### src/hw/rtl/phs_pkg.sv
// Shared types and constants for the point hash set probe unit.
`timescale 1ns / 1ps

package phs_pkg;

	localparam int KEY_W   = 12;
	localparam int COORD_W = 14;
	localparam int HASH_W  = 25;
	localparam int MODC_W  = 5;
	localparam int CFG_W   = 12;

	typedef enum logic [2:0] {
		ST_INSERTED = 3'd0,
		ST_FULL     = 3'd1,
		ST_OUTSIDE  = 3'd2,
		ST_ABSENT   = 3'd3,
		ST_PRESENT  = 3'd4
	} status_t;

	typedef enum logic {
		REG_FIELD_ROWS = 1'b0,
		REG_FIELD_COLS = 1'b1
	} reg_index_t;

	typedef enum logic {
		OP_INSERT = 1'b0,
		OP_LOOKUP = 1'b1
	} op_t;

	typedef enum logic [2:0] {
		S_CLEAR,
		S_IDLE,
		S_HASH,
		S_MOD,
		S_READ,
		S_CHECK
	} ctl_state_t;

	typedef struct packed {
		logic             valid;
		logic [KEY_W-1:0] x;
		logic [KEY_W-1:0] y;
	} slot_t;

	typedef struct packed {
		logic    capture;
		logic    hash;
		logic    mod_step;
		logic    load_idx;
		logic    advance;
		logic    ins_write;
		logic    clr_write;
		logic    finish;
		status_t fin_status;
	} dp_cmd_t;

	typedef struct packed {
		op_t  op;
		logic outside;
		logic table_full;
		logic mod_done;
		logic slot_valid;
		logic slot_match;
		logic last_probe;
		logic clr_last;
	} dp_stat_t;

endpackage

### src/hw/rtl/phs_ctrl.sv
// Controller state machine that sequences clearing, hashing and probing.
`timescale 1ns / 1ps

module phs_ctrl (
	input  logic                clk,
	input  logic                arst_n,
	input  logic                start,
	input  phs_pkg::dp_stat_t   stat,
	output phs_pkg::dp_cmd_t    cmd,
	output logic                busy
);

	phs_pkg::ctl_state_t state_q;
	phs_pkg::ctl_state_t state_d;

	always_ff @(posedge clk or negedge arst_n) begin
		if (!arst_n) begin
			state_q <= phs_pkg::S_CLEAR;
		end else begin
			state_q <= state_d;
		end
	end

	always_comb begin
		state_d        = state_q;
		cmd            = '0;
		cmd.fin_status = phs_pkg::ST_INSERTED;
		busy           = (state_q != phs_pkg::S_IDLE);
		case (state_q)
			phs_pkg::S_CLEAR: begin
				cmd.clr_write = 1'b1;
				if (stat.clr_last) begin
					state_d = phs_pkg::S_IDLE;
				end
			end
			phs_pkg::S_IDLE: begin
				if (start) begin
					cmd.capture = 1'b1;
					state_d     = phs_pkg::S_HASH;
				end
			end
			phs_pkg::S_HASH: begin
				cmd.hash = 1'b1;
				if (stat.outside) begin
					cmd.finish     = 1'b1;
					cmd.fin_status = phs_pkg::ST_OUTSIDE;
					state_d        = phs_pkg::S_IDLE;
				end else if (stat.op == phs_pkg::OP_INSERT && stat.table_full) begin
					cmd.finish     = 1'b1;
					cmd.fin_status = phs_pkg::ST_FULL;
					state_d        = phs_pkg::S_IDLE;
				end else begin
					state_d = phs_pkg::S_MOD;
				end
			end
			phs_pkg::S_MOD: begin
				if (stat.mod_done) begin
					cmd.load_idx = 1'b1;
					state_d      = phs_pkg::S_READ;
				end else begin
					cmd.mod_step = 1'b1;
				end
			end
			phs_pkg::S_READ: begin
				state_d = phs_pkg::S_CHECK;
			end
			phs_pkg::S_CHECK: begin
				if (stat.op == phs_pkg::OP_INSERT) begin
					if (!stat.slot_valid) begin
						cmd.ins_write  = 1'b1;
						cmd.finish     = 1'b1;
						cmd.fin_status = phs_pkg::ST_INSERTED;
						state_d        = phs_pkg::S_IDLE;
					end else if (stat.last_probe) begin
						cmd.finish     = 1'b1;
						cmd.fin_status = phs_pkg::ST_FULL;
						state_d        = phs_pkg::S_IDLE;
					end else begin
						cmd.advance = 1'b1;
						state_d     = phs_pkg::S_READ;
					end
				end else begin
					if (!stat.slot_valid || (!stat.slot_match && stat.last_probe)) begin
						cmd.finish     = 1'b1;
						cmd.fin_status = phs_pkg::ST_ABSENT;
						state_d        = phs_pkg::S_IDLE;
					end else if (stat.slot_match) begin
						cmd.finish     = 1'b1;
						cmd.fin_status = phs_pkg::ST_PRESENT;
						state_d        = phs_pkg::S_IDLE;
					end else begin
						cmd.advance = 1'b1;
						state_d     = phs_pkg::S_READ;
					end
				end
			end
			default: begin
				state_d = phs_pkg::S_IDLE;
			end
		endcase
	end

endmodule

### config.mk
export PLATFORM = sky130hd
export DESIGN_NAME = phs_ctrl
export DESIGN_NICKNAME = d
export VERILOG_FILES = /design/src/hw/rtl/phs_pkg.sv /design/src/hw/rtl/phs_ctrl.sv
export SDC_FILE = /design/constraint.sdc
export NUM_CORES = 1
export LEC_CHECK = 0
export BUFFER_PORTS_ARGS = -buffer_cell sky130_fd_sc_hd__buf_2
export CAP_MARGIN = 0
export CORE_AREA = 2 2 39 41
export CTS_BUF_LIST = sky130_fd_sc_hd__clkbuf_8
export DETAILED_ROUTE_END_ITERATION = 8
export DIE_AREA = 0 0 41 43
export MAX_ROUTING_LAYER = met4
export PLACE_DENSITY_LB_ADDON = 0.3
export SLEW_MARGIN = 20
export SYNTH_ARGS = -nofsm -noshare
export SYNTH_HDL_FRONTEND = slang
export SYNTH_SLANG_ARGS = --single-unit
### constraint.sdc
create_clock -name clk -period 4 [get_ports clk]
set_clock_uncertainty 0.2 [all_clocks]
set_input_delay 0.6 -clock clk [delete_from_list [all_inputs] [get_ports clk]]
set_output_delay 0.6 -clock clk [all_outputs]
set_load 0.02 [all_outputs]
==> impl_summary.log <==
INFO  metric number_of_antenna_violations_at_the_first_check_in_global_routing = 0
INFO  metric final_nets = 83
INFO  metric route.final.wire_length = about 920 um
INFO  metric cts.sink_count = 3
INFO  metric synth-warning-count = 0
INFO  metric power.switching_fraction = 0.460
INFO  metric ys_top_cells_by_area = sky130_fd_sc_hd__dfrtp_1 22%, sky130_fd_sc_hd__nor2b_1 7.2%, sky130_fd_sc_hd__nor2_1 6.5%, sky130_fd_sc_hd__nand3b_4 5.8%, sky130_fd_sc_hd__o21ai_0 5.8%
INFO  metric grt_overflow_total = 0
INFO  metric end_kind = output pin
INFO  metric pwr_density_cell = roughly 640 nW/um^2
INFO  metric post-route-period-util = 0.551
INFO  metric globalRouteTotalUtil = 0.117
INFO  metric post_cts.repair.setup_buffers = 0
INFO  metric drt-wirelength-per-cell = about 11 um
INFO  metric timing.critical_path.slowest_stage_cell = sky130_fd_sc_hd__dfrtp_1
INFO  metric synth_seq_cells = 3
INFO  metric drt-pass1-iter-count = 4
INFO  metric vias = 420
INFO  metric timing.max_cap.violations = 0
INFO  metric clock_transition_at_path_regs = ~30 ps
INFO  metric floorplan.die.height = about 43 um
INFO  metric top_post_synthesis_cells_by_count = 6 x sky130_fd_sc_hd__nor2_1, 4 x sky130_fd_sc_hd__nand2_1, 4 x sky130_fd_sc_hd__nor2b_1, 4 x sky130_fd_sc_hd__o21ai_0
INFO  metric design.core.area = ~1400 sq um
INFO  metric grt_setup_unrepaired = false
INFO  metric post_synthesis_sequential_area_ratio = 0.216
INFO  metric arrival = 1400 ps
INFO  metric clkLatencyLatePin = around 210 ps
INFO  metric synth-async-reset-ratio = 1.00
INFO  metric yosysTopAreaCellShare = 0.216
INFO  metric irDropWorstVdd = between 0.15 and 0.2 mV
INFO  metric ioPinCount = 23
INFO  metric finalHoldViolCount = 0
INFO  metric maxClockFrequency = ~450 MHz
INFO  metric reg.largest.list = state_q: 3 flops
INFO  metric setup_violations = 0
INFO  metric setup.worst_path.start_class = flop
INFO  metric synth_enable_flop_cells = 0
INFO  metric power.share.clock = 0.257
INFO  metric routabilityCongestion = around 0.64
INFO  metric total_leakage_power = about 0.00027 uW
INFO  metric initial_core_util = 0.251
INFO  metric final_period_minus_worst_setup_slack = 2200 ps
INFO  metric yosys.cell_count.top_type = sky130_fd_sc_hd__nor2_1
INFO  metric drtAntennaViolNets = 0
INFO  metric synth-compound-area-share = 0.180
INFO  metric antenna-diode-count = 0
INFO  metric buffer_ports.inserted = 22
INFO  metric holdBufCountCts = 1
INFO  metric share_comb_of_total_power = 0.485
INFO  metric pwr-share-seq = 0.258
INFO  metric worst_relative_slew_slack = 0.730
INFO  metric clk_root_buffer_cell = sky130_fd_sc_hd__clkbuf_8
INFO  metric post_synth_and_or_nand_nor_area_fraction = 0.522
INFO  metric min_path_type = flop to flop
INFO  metric p_sw = ~150 uW
INFO  metric synth_area_per_cell = about 7.4 sq um
INFO  metric max_slew.worst_pin.slew = 406 ps
INFO  metric layout-area-overhead-vs-synth = 48.9%
INFO  metric syn-cell-area = between 300 and 400 sq um
INFO  metric slew_limit_fails = 0
INFO  metric registers.top_by_ff_count = state_q
INFO  metric final.hold.worst_slack = 494 ps
INFO  metric netlist-cell-type-count = 25
INFO  metric cts_htree_levels = 1
INFO  metric drt_drc_violations_left = 0
INFO  metric outcome = finished clean
INFO  metric synth_mux_area_frac = 0.0288
INFO  metric synth_cells = 47
INFO  metric setup.worst_path.class = flop to output pin
INFO  metric synth_top_area_cell = sky130_fd_sc_hd__dfrtp_1
INFO  metric tritoncts_clock_tree = yes
INFO  metric totalNegativeSetupSlack = 0 ps
INFO  metric clock_tree_buffer_depth = 2
INFO  metric crit_fanout = 13
INFO  metric drive_above_1_share = 0.408
INFO  metric synth_top_family_by_area = simple AND/OR/NAND/NOR gates
INFO  metric syn_nets = just under 60
INFO  metric placement_rows = 14
INFO  metric synth_xor_xnor_area_share = 0
INFO  metric sequence_of_cells_on_the_critical_path = nand3b_4 > o31ai_1 > buf_2
INFO  metric first_global_vias = about 370
INFO  metric dieWidth = about 41 um
INFO  metric max_stage_delay = between 500 and 600 ps
INFO  metric global_route_wire_length_before_repair = ~1400 um
INFO  metric drt-initial-drc-count = 11
INFO  metric yosys.area_share.adder = 0
INFO  metric p_int = between 150 and 200 uW
INFO  metric numCtsBuffers = 3
INFO  metric top_ff_cell_synth = sky130_fd_sc_hd__dfrtp_1
INFO  metric vias_per_cell = between 4 and 5
INFO  metric grt_max_degree = 14
INFO  metric required = 3200 ps
INFO  metric post_cts_resized = 0
INFO  metric dp.final_hpwl = ~660 um
INFO  metric largest_register_ffs = 3
INFO  metric die_area = 1760 sq um
## stage by stage
step	power (uW)	area [sq um]	setup WS, ps	std cells	utilization
final	334	518	1800	87	0.374
after global routing	359	518	1680	87	0.374
after CTS	338	518	1780	87	0.374
after detailed placement	249	463	1880	82	0.335
after global placement	248	463	1880	82	0.335
after floorplan	203	348	1890	47	-
## layout by cell type, fill, tap and decap left out, types with 3 or more instances in the layout
master,Yosys,routed
sky130_fd_sc_hd__buf_2,2,22
sky130_fd_sc_hd__clkbuf_8,0,3
sky130_fd_sc_hd__dfrtp_1,3,3
sky130_fd_sc_hd__nand2_1,4,4
sky130_fd_sc_hd__nor2_1,6,6
sky130_fd_sc_hd__nor2b_1,4,4
sky130_fd_sc_hd__nor3_1,3,3
sky130_fd_sc_hd__o21ai_0,4,4
## power by group through the flow
stage | registers (uW) | clock network [uW] | logic, uW
final | 86.0 | 86.0 | 162
after detailed placement | 86.6 | 0 | 163
after floorplan | 52.5 | 0 | 151
after global routing | 88.8 | 89.8 | 180
after CTS | 86.1 | 88.1 | 164
after global placement | 86.7 | 0 | 161
## critical path, delay by kind of cell, from the launching register on
kind / cells / cell delay [ps]
AOI/OAI and AO/OA: 1 / 250
and+or+nand+nor: 1 / 170
buffers and inverters: 1 / 200
DFF: 1 / 570
## kinds of logic (layout without fill, tap and decap cells)
family / Yosys count / after routing
simple gates: 29 / 29
compound gates: 10 / 10
buf+inv: 4 / 28
flops: 3 / 3
mux: 1 / 1
## final cells by class
type                    instances  area [sq um]
fillers                       158           866
multi-input cells              40           254
repair buffers                 23           120
flip-flops and latches          3          75.1
clock buffers                   3          41.3
well taps                      16          20.0
clock inverters                 1          3.75
inverters                       1          3.75
## metal layers
layer  share of wire  vias to the layer above  global-route usage  routed length, um
met2            0.48                       20               0.172                437
met1            0.45                      187               0.161                416
li1                -                      213                   -                  -
met3           0.071                        0                   0                 65
met4               0                        0              0.0600                  0
met5               0                        -                   -                  0
## final timing paths
kind                            startpoint         end  slack [ps]  cells after the start
worst max-delay path            state_q[0]      cmd[0]        1800                      3
worst min-delay path            state_q[2]  state_q[1]         490                      1
worst max register to register  state_q[1]  state_q[1]        2430                      3
worst min register to register  state_q[2]  state_q[1]         490                      1
max in group asynchronous           arst_n  state_q[1]        2980                      2
min in group asynchronous           arst_n  state_q[0]         510                      2
(Power assumes the default switching activity.)
